## config.mk

```make
export PLATFORM = sky130hd
export DESIGN_NAME = ir_pulse_width_capture
export DESIGN_NICKNAME = d
export VERILOG_FILES = /design/src/sv/irpwc_pkg.sv /design/src/sv/ir_pulse_width_capture.sv
export SDC_FILE = /design/constraint.sdc
export NUM_CORES = 1
export LEC_CHECK = 0
export ABC_AREA = 1
export BUFFER_PORTS_ARGS = -buffer_cell sky130_fd_sc_hd__buf_2
export CAP_MARGIN = 20
export CORE_MARGIN = 3
export CORE_UTILIZATION = 55
export CTS_BUF_LIST = sky130_fd_sc_hd__clkbuf_4 sky130_fd_sc_hd__clkbuf_8
export DETAILED_ROUTE_END_ITERATION = 8
export PLACE_DENSITY_LB_ADDON = 0.15
export SLEW_MARGIN = 0
export SYNTH_ARGS = -nofsm -noshare
export SYNTH_HDL_FRONTEND = slang
export SYNTH_SLANG_ARGS = --single-unit
```

## constraint.sdc

```tcl
create_clock -name i_clk -period 4.1 [get_ports i_clk]
set_input_delay 0.615 -clock i_clk [delete_from_list [all_inputs] [get_ports i_clk]]
set_output_delay 0.615 -clock i_clk [all_outputs]
set_load 0.02 [all_outputs]
```

## src/sv/irpwc_pkg.sv

```systemverilog
// ----------------------------------------------------------------------------
// irpwc_pkg
// Shared types and constants for the IR pulse-width capture block.
// ----------------------------------------------------------------------------
package irpwc_pkg;

    localparam int FRAME_BYTES = 64;

    localparam logic [7:0] START_THRESHOLD_RST = 8'd40;
    localparam logic [7:0] STOP_THRESHOLD_RST  = 8'd100;
    localparam logic [5:0] FRAME_INDEX_START   = 6'd2;
    localparam logic [5:0] FRAME_INDEX_STEP    = 6'd2;
    localparam logic [7:0] RUN_MAX             = 8'hFF;

    typedef enum logic {
        CFG_START_THRESHOLD = 1'b0,
        CFG_STOP_THRESHOLD  = 1'b1
    } t_cfg_idx;

    typedef enum logic {
        KIND_PAIR = 1'b0,
        KIND_END  = 1'b1
    } t_kind;

    typedef struct packed {
        t_kind      kind;
        logic [7:0] low_count;
        logic [7:0] high_count;
        logic [5:0] byte_count;
    } t_result;

    function automatic logic [7:0] sat_inc(input logic [7:0] v);
        return (v == RUN_MAX) ? v : v + 8'd1;
    endfunction

endpackage

```

## src/sv/ir_pulse_width_capture.sv

```systemverilog
// ----------------------------------------------------------------------------
// ir_pulse_width_capture
// Measures low/high run lengths of a sampled IR decoder pin and reports
// pulse pairs and the end-of-frame byte count.
// ----------------------------------------------------------------------------
// output: a result is registered into the result queue and shown from its head r_q0
// throughput: one sample per cycle, set by the single-pass run counter update
// a two-entry result queue keeps samples flowing while one result waits,
// the sample side stalls only while two results wait
// reset: synchronous active low, thresholds back to 40 and 100, waiting mode
// ----------------------------------------------------------------------------
module ir_pulse_width_capture
    import irpwc_pkg::*;
#(
    parameter int FRAME_SIZE = FRAME_BYTES
)
(
    input  logic       i_clk,
    input  logic       i_rst_n,
    // sample channel
    input  logic       i_valid,
    output logic       o_ready,
    input  logic       i_sample,
    // result channel
    output logic       o_valid,
    input  logic       i_ready,
    output logic       o_kind,
    output logic [7:0] o_low_count,
    output logic [7:0] o_high_count,
    output logic [5:0] o_byte_count,
    // configuration channel
    input  logic       i_cfg_valid,
    output logic       o_cfg_ready,
    input  logic       i_cfg_index,
    input  logic [7:0] i_cfg_data
);

    logic [7:0] r_start_thr;
    logic [7:0] r_stop_thr;

    logic       r_receiving, n_receiving;
    logic [7:0] r_low_run, n_low_run;
    logic [7:0] r_high_run, n_high_run;
    logic       r_sync_wait, n_sync_wait;
    logic       r_prev, n_prev;
    logic [5:0] r_frame_idx, n_frame_idx;

    logic       emit;
    t_result    res;
    logic [7:0] lr_inc;
    logic [7:0] hr_inc;
    logic [6:0] idx_next;

    t_result    r_q0, r_q1;
    logic [1:0] r_cnt;

    logic       in_acc;
    logic       push;
    logic       pop;

    assign o_cfg_ready = 1'b1;
    assign o_ready     = (r_cnt != 2'd2);
    assign in_acc      = i_valid && o_ready;
    assign push        = in_acc && emit;
    assign pop         = o_valid && i_ready;

    always_ff @(posedge i_clk) begin
        if (!i_rst_n) begin
            r_start_thr <= START_THRESHOLD_RST;
            r_stop_thr  <= STOP_THRESHOLD_RST;
        end else if (i_cfg_valid) begin
            case (t_cfg_idx'(i_cfg_index))
                CFG_START_THRESHOLD: r_start_thr <= i_cfg_data;
                CFG_STOP_THRESHOLD:  r_stop_thr  <= i_cfg_data;
                default: ;
            endcase
        end
    end

    always_comb begin
        n_receiving = r_receiving;
        n_low_run   = r_low_run;
        n_high_run  = r_high_run;
        n_sync_wait = r_sync_wait;
        n_prev      = i_sample;
        n_frame_idx = r_frame_idx;
        emit        = 1'b0;
        res         = '{kind: KIND_PAIR, low_count: '0, high_count: '0, byte_count: '0};
        lr_inc      = sat_inc(r_low_run);
        hr_inc      = sat_inc(r_high_run);
        idx_next    = {1'b0, r_frame_idx} + {1'b0, FRAME_INDEX_STEP};

        if (!r_receiving) begin
            if (!i_sample) begin
                if (lr_inc >= r_start_thr) begin
                    n_receiving = 1'b1;
                    n_sync_wait = 1'b1;
                    n_low_run   = '0;
                    n_high_run  = '0;
                    n_frame_idx = FRAME_INDEX_START;
                end else begin
                    n_low_run = lr_inc;
                end
            end else begin
                n_low_run = '0;
            end
        end else if (i_sample == r_prev) begin
            if (!r_sync_wait) begin
                if (i_sample) begin
                    n_high_run = hr_inc;
                end else begin
                    n_low_run = lr_inc;
                end
                // stop check uses the updated high run
                if (n_high_run >= r_stop_thr) begin
                    n_receiving    = 1'b0;
                    n_low_run      = '0;
                    emit           = 1'b1;
                    res.kind       = KIND_END;
                    res.byte_count = r_frame_idx;
                end
            end
        end else begin
            if (!r_sync_wait) begin
                if (!r_prev) begin
                    // rising edge closes a low/high pair
                    if (idx_next < 7'(FRAME_SIZE)) begin
                        emit           = 1'b1;
                        res.low_count  = r_low_run;
                        res.high_count = r_high_run;
                        n_frame_idx    = idx_next[5:0];
                    end
                    n_low_run  = '0;
                    n_high_run = 8'd1;
                end else begin
                    n_low_run = 8'd1;
                end
            end
            n_sync_wait = 1'b0;
        end
    end

    always_ff @(posedge i_clk) begin
        if (!i_rst_n) begin
            r_receiving <= 1'b0;
            r_low_run   <= '0;
            r_high_run  <= '0;
            r_sync_wait <= 1'b0;
            r_prev      <= 1'b0;
            r_frame_idx <= FRAME_INDEX_START;
        end else if (in_acc) begin
            r_receiving <= n_receiving;
            r_low_run   <= n_low_run;
            r_high_run  <= n_high_run;
            r_sync_wait <= n_sync_wait;
            r_prev      <= n_prev;
            r_frame_idx <= n_frame_idx;
        end
    end

    // two-entry result queue, r_q0 is the head
    always_ff @(posedge i_clk) begin
        if (!i_rst_n) begin
            r_cnt <= 2'd0;
        end else begin
            case (r_cnt)
                2'd0: if (push) r_cnt <= 2'd1;
                2'd1: if (push && !pop) r_cnt <= 2'd2;
                      else if (pop && !push) r_cnt <= 2'd0;
                2'd2: if (pop) r_cnt <= 2'd1;
                default: r_cnt <= 2'd0;
            endcase
        end
    end

    always_ff @(posedge i_clk) begin
        case (r_cnt)
            2'd0: if (push) r_q0 <= res;
            2'd1: begin
                if (pop && push) begin
                    r_q0 <= res;
                end else if (push) begin
                    r_q1 <= res;
                end
            end
            2'd2: if (pop) r_q0 <= r_q1;
            default: ;
        endcase
    end

    assign o_valid      = (r_cnt != 2'd0);
    assign o_kind       = r_q0.kind;
    assign o_low_count  = r_q0.low_count;
    assign o_high_count = r_q0.high_count;
    assign o_byte_count = r_q0.byte_count;

endmodule
```

==> results of run 1 <==
## cell usage in the layout, fill, tap and decap left out, types with 4 or more instances in the layout
master    netlist  final
inv_6           1      4
xor2_1          8      8
inv_2           4      4
a21oi_1        40     40
dfxtp_1        42     42
nor2_4         12     12
buf_2           2     39
nand2_1       156    156
o21ai_0        24     24
inv_1          66     66
edfxtp_1       46     46
o211ai_1        5      5
nand3_1         9      9
ha_1           21     21
o21ai_1         5      5
nand4_1         4      4
nand2_2         8      8
nand3_2         5      5
nor2_1         36     35
clkbuf_8        0      9
## power breakdown
part           total (W)  switching [W]  leakage, nW  internal, W
logic           0.000171       0.000116         1.33    0.0000549
clock network   0.000559       0.000325       0.0873     0.000235
registers       0.000953      0.0000130        0.768     0.000940
total            0.00168       0.000453         2.19      0.00123
## cell type report
class | instances | share of cell area, %
Multi-Input combinational cell | 359 | 40.0
Clock buffer | 10 | 2.62
Sequential cell | 88 | 44.3
Inverter | 72 | 5.54
Clock inverter | 6 | 0.998
Timing Repair Buffer | 40 | 4.04
Tap cell | 102 | 2.54
## metal layers
| layer | vias up | GRT usage (%) | share of wire (%) |
|---|---|---|---|
| met5 | - | 0 | 0 |
| met4 | 0 | 5.01 | 1.3 |
| met3 | 10 | 3.73 | 4.7 |
| met2 | 99 | 31.4 | 47 |
| met1 | 1618 | 25.9 | 47 |
| li1 | 1792 | - | - |
## per-stage QoR
stage | cells | cell area (um2)
floorplan | 533 | 4590
global placement | 661 | 4830
detailed placement | 661 | 4830
CTS | 677 | 5020
global route | 677 | 5020
finish | 677 | 5020
## path summary, 6_finish.rpt
kind | startpoint | end | slack (ps) | cells after the start
setup / recovery | r_high_run[1] | r_q1[1] | 530 | 22
hold / removal | r_start_thr[6] | r_start_thr[6] | 470 | 2
setup reg to reg | r_high_run[1] | r_q1[1] | 530 | 22
hold reg to reg | r_start_thr[6] | r_start_thr[6] | 470 | 2
## logic make-up after synthesis
group | Yosys count | synth area share (%)
AO/OA/AOI/OAI | 84 | 10.4
other | 2 | 0.164
adder cells (fa/ha/maj) | 21 | 5.72
buffers and inverters | 86 | 8.01
flip-flops | 88 | 48.4
XOR/XNOR | 11 | 2.26
AND/OR/NAND/NOR | 241 | 25.1
## worst register-to-register path, delay by kind of cell, from the launching register on
family	cells	cell delay (ps)
buf+inv	2	160
flops	1	380
fa+ha+maj	3	600
simple gates	16	1910
xor+xnor	1	160
## registers in the layout, indices dropped and copies added, names as in the netlist
signal,cells
r_q1,23
o_kind,1
r_low_run,8
o_byte_count,6
r_receiving,1
o_high_count,8
r_prev,1
r_frame_idx,5
r_start_thr,8
o_low_count,8
r_stop_thr,8
r_high_run,8
r_cnt,2
r_sync_wait,1
==> results_dict.tcl, run 1 <==
set metrics [dict create \
    status "complete, no violations" \
    numCtsBuffers 9 \
    yosys_warnings 0 \
    drive_gt1_share_pct 17.7 \
    tritoncts "yes" \
    area_growth_pct 9.24 \
    ys_seq_elements 88 \
    port_buffers 39 \
    post_cts_buffers 0 \
    dpl.hpwl_mm 6.64 \
    diodes 0 \
    die_h_um 97.4 \
    synthTopCellsByCount "nand2_1, inv_1, edfxtp_1" \
    fin_skew_ps 12.8 \
    finalNetCount 606 \
    grt_pass1_vias 3214 \
    cp_max_fo 24 \
    first_pass_iters 5 \
    rows 32 \
    ir_worst_vdd_mv 0.222 \
    post-route-min-period_ps 3570 \
    synth_top_area_share_pct 30.1 \
    numClockSinks 88 \
    worst_pin_slew_ps 599 \
    syn_inst 533 \
    grt_max_degree 31 \
    post_drt_wl_per_cell_um 13.4 \
    drv_slew 0 \
    ys_types 44 \
    relSlewSlack_pct 60.0 \
    track_usage_pct 19.1 \
    power.total_w 0.00168 \
    synthArstFlopShare_pct 0 \
    final_util_pct 63.3 \
    synth_nets 569 \
    avgSynthCellArea_um2 8.62 \
    h-tree-depth 3 \
    synth_top_cells_by_area "edfxtp_1, dfxtp_1, nand2_1" \
    path_clk_slew_ps 90 \
    worst_ep_required_time_ps 4090 \
    vias 3519 \
    synth_top_area_cell "edfxtp_1" \
    coreArea_um2 7930 \
    via_per_inst 5.20 \
    crit_path_end_kind "register" \
    grt_pass1_wl_mm 15.0 \
    slowest_delay_ps 560 \
    die_x_um 97.4 \
    crit_path_cell_trace "ha_1 > nand2_1 > nor3_2 > nand2_1 > nand2_1 > nand2_2 > nand2_1 > xor2_1 > inv_1 > ha_1 > nand2_1 > nor2_1 > nor2_1 > nand2_1 > nand2_1 > nand2_1 > nand3_2 > nand2_2 > nand2_2 > inv_1 > ha_1 > and3_2" \
    min_period_over_period_pct 87.0 \
    drc_errors 0 \
    p_per_area_nw_per_um2 336 \
    cp.arrival_ps 3550 \
    path_buf_inv 2 \
    finalWirelength_mm 9.08 \
    critPathMostFrequentCell "nand2_1" \
    final_antenna_net_count 0 \
    antenna_found_initial 0 \
    ys_seq_area_share_pct 48.4 \
    fmax_ghz 0.280 \
    clock_latency_ps 350 \
    power.static_leakage_nw 2.19 \
    final.fill_count 667 \
    maxCapViolCount 0 \
    initial_core_util_pct 57.9 \
    pre_cts_ws_ps 547 \
    cp_slowest_cell "and3_2" \
    ioPinCount 41 \
    hold_class "reg2reg" \
    start_kind "register" \
    multi_input_area_um2 2000 \
    initialDrtViolationCount 193 \
    setup_viol 0 \
    setup.worst_path.class "reg2reg" \
    postCtsHoldBufs 0 \
    cpLargestDelayFamily "simple AND/OR/NAND/NOR gates" \
    cts_max_path_buffers 2 \
    root_buffer "clkbuf_8" \
    fin_setup_tns_ps 0 \
    fin_worst_hold_slack_ps 470 \
    netlist_area_um2 4590 \
    rsz0062_at_grt "no" \
    fin_ws_ps 534 \
    globalplace.congestion 0.893 \
    synth_flop_cell "edfxtp_1" \
    yosysMostFrequentCell "nand2_1" \
    regArea_um2 2220 \
    hold_viol 0 \
    grt.overflow.total 0 \
    post_cts_resized 0 \
    dieArea_um2 9480 \
    synth_edf_count 46 \
]
Power figures use the tool's default switching activity.
==> inputs of run 2 (changes only) <==
--- a/config.mk
+++ b/config.mk
@@ -6,13 +6,13 @@
 export NUM_CORES = 1
 export LEC_CHECK = 0
 export ABC_AREA = 1
-export BUFFER_PORTS_ARGS = -buffer_cell sky130_fd_sc_hd__buf_2
 export CAP_MARGIN = 20
 export CORE_MARGIN = 3
 export CORE_UTILIZATION = 55
 export CTS_BUF_LIST = sky130_fd_sc_hd__clkbuf_4 sky130_fd_sc_hd__clkbuf_8
 export DETAILED_ROUTE_END_ITERATION = 8
-export PLACE_DENSITY_LB_ADDON = 0.15
+export DONT_BUFFER_PORTS = 1
+export PLACE_DENSITY_LB_ADDON = 0.25
 export SLEW_MARGIN = 0
 export SYNTH_ARGS = -nofsm -noshare
 export SYNTH_HDL_FRONTEND = slang
==> constraint.sdc (replaced) <==
create_clock -name i_clk -period 4.27 [get_ports i_clk]
set_input_delay 0.6405 -clock i_clk [delete_from_list [all_inputs] [get_ports i_clk]]
set_output_delay 0.6405 -clock i_clk [all_outputs]
set_load 0.02 [all_outputs]
==> results_dict.tcl, run 2 (synthesized netlist as in run 1, its figures left out) <==
set metrics [dict create \
    initialDrtViolationCount 177 \
    drc_errors 0 \
    dieArea_um2 9480 \
    worst_ep_required_time_ps 4320 \
    numClockSinks 88 \
    start_kind "register" \
    root_buffer "clkbuf_8" \
    top_register "r_q1" \
    cp_slowest_cell "dfxtp_1" \
    via_per_inst 5.34 \
    fmax_ghz 0.264 \
    sw_frac_of_total_pct 24.8 \
    cts_max_path_buffers 2 \
    power.total_w 0.00170 \
    worst_pin_slew_ps 595 \
    post_drt_wl_per_cell_um 14.4 \
    slowest_delay_ps 390 \
    hold_class "in2reg" \
    drv_slew 0 \
    finalNetCount 567 \
    post_cts_resized 0 \
    vias 3401 \
    fin_setup_tns_ps 0 \
    crit_path_end_kind "register" \
    maxCapViolCount 0 \
    diodes 0 \
    final_cell_mix "nand2_1, inv_1, edfxtp_1" \
    finalWirelength_mm 9.20 \
    p_per_area_nw_per_um2 351 \
    first_pass_iters 5 \
    track_usage_pct 20.7 \
    power.static_leakage_nw 2.05 \
    min_period_over_period_pct 88.7 \
    die_h_um 97.4 \
    post-route-min-period_ps 3790 \
    dpl.hpwl_mm 6.71 \
    power_frac_clock_pct 37.6 \
    initial_core_util_pct 57.9 \
    die_x_um 97.4 \
    rows 32 \
    final_antenna_net_count 0 \
    drive_gt1_share_pct 11.6 \
    clock_latency_ps 370 \
    tritoncts "yes" \
    power_switching_w 0.000423 \
    setup_viol 0 \
    port_buffers 0 \
    setup.worst_path.class "reg2reg" \
    globalplace.congestion 0.884 \
    layout_commonest_cell "nand2_1" \
    fin_skew_ps 6.89 \
    seqPwrFrac_pct 54.0 \
    crit_path_cell_trace "ha_1 > nand2_1 > nor3_2 > nand2_1 > nand2_1 > nand2_2 > nand2_1 > xor2_1 > inv_1 > ha_1 > nand2_1 > nor2_1 > nor2_1 > nand2_1 > nand2_1 > nand2_1 > nand3_2 > nand2_2 > nand2_2 > inv_1 > ha_1 > a21oi_1 > nor2_2 > buf_4" \
    rsz0062_at_grt "no" \
    grt_pass1_wl_mm 15.8 \
    area_growth_pct 5.78 \
    post_cts_buffers 0 \
    ioPinCount 41 \
    p_comb_share_pct 8.4 \
    grt_max_degree 31 \
    grt_pass1_vias 3220 \
    largest_register_ffs 23 \
    path_clk_slew_ps 90 \
    cp_max_fo 18 \
    hold_viol 0 \
    ir_worst_vdd_mv 0.165 \
    grt.overflow.total 0 \
    final.fill_count 670 \
    internal-power_w 0.00128 \
    postCtsHoldBufs 0 \
    coreArea_um2 7930 \
    cp.arrival_ps 3840 \
    status "complete, no violations" \
    relSlewSlack_pct 60.3 \
    h-tree-depth 3 \
    critPathMostFrequentCell "nand2_1" \
    antenna_found_initial 0 \
    numCtsBuffers 9 \
]
## run 2: changes by cell type in the layout (fill, tap and decap cells not counted)
cell,delta
clkbuf_4,-1
clkinvlp_4,-1
clkinv_4,+1
buf_2,-39
bufinv_16,+2
inv_6,-2
## run 2: per-layer routing
layer | track usage (%) | part of all wire, % | vias up | routed length (um)
met4 | 5.64 | 1.3 | 0 | 115
li1 | - | - | 1715 | -
met1 | 27.0 | 45 | 1579 | 4120
met5 | 0 | 0 | - | 0
met3 | 5.60 | 6.1 | 12 | 560
met2 | 33.9 | 48 | 95 | 4400
## run 2: cell type report
cell class / count / area (um2) / share of cell area (%)
Clock buffer: 9 / 124 / 2.55
Clock inverter: 6 / 93.8 / 1.93
Inverter: 72 / 278 / 5.72
Multi-Input combinational cell: 359 / 2000 / 41.3
Sequential cell: 88 / 2220 / 45.7
Tap cell: 102 / 128 / 2.63
Timing Repair Buffer: 1 / 7.51 / 0.155
## run 2: worst paths after layout
check,from,endpoint,slack [ps],cells after the start
worst max-delay path,r_high_run[1],o_high_count[3],480,24
worst min-delay path,i_rst_n,r_stop_thr[5],370,1
worst max register to register,r_high_run[1],o_high_count[3],480,24
worst min register to register,r_stop_thr[4],r_stop_thr[4],470,2
## run 2: critical path: cells and delay by family, from the launching register on
kind / cells / cell delay [ps]
AOI/OAI and AO/OA: 1 / 90
xor gates and xnor gates: 1 / 150
buffers and inverters: 3 / 500
DFF: 1 / 390
adders and majority gates: 3 / 600
and+or+nand+nor: 16 / 1730
## run 2: power groups by stage
stage          Clock [W]  Combinational, W  Sequential [W]
2_1_floorplan          0          0.000124        0.000935
3_3_place_gp           0          0.000137        0.000938
3_5_place_dp           0          0.000142        0.000939
4_1_cts         0.000654          0.000143        0.000919
5_1_grt         0.000702          0.000166        0.000922
6_report        0.000641          0.000142        0.000919
## run 2: per-stage QoR
step	area, um2	utilization, %	setup slack (ps)	std cells	hold WS, ps
final	4860	61.3	482	637	372
after global placement	4640	58.5	811	622	450
after CTS	4860	61.3	518	637	366
after floorplan	4590	-	483	533	435
after global routing	4860	61.3	123	637	356
after detailed placement	4640	58.5	600	622	454
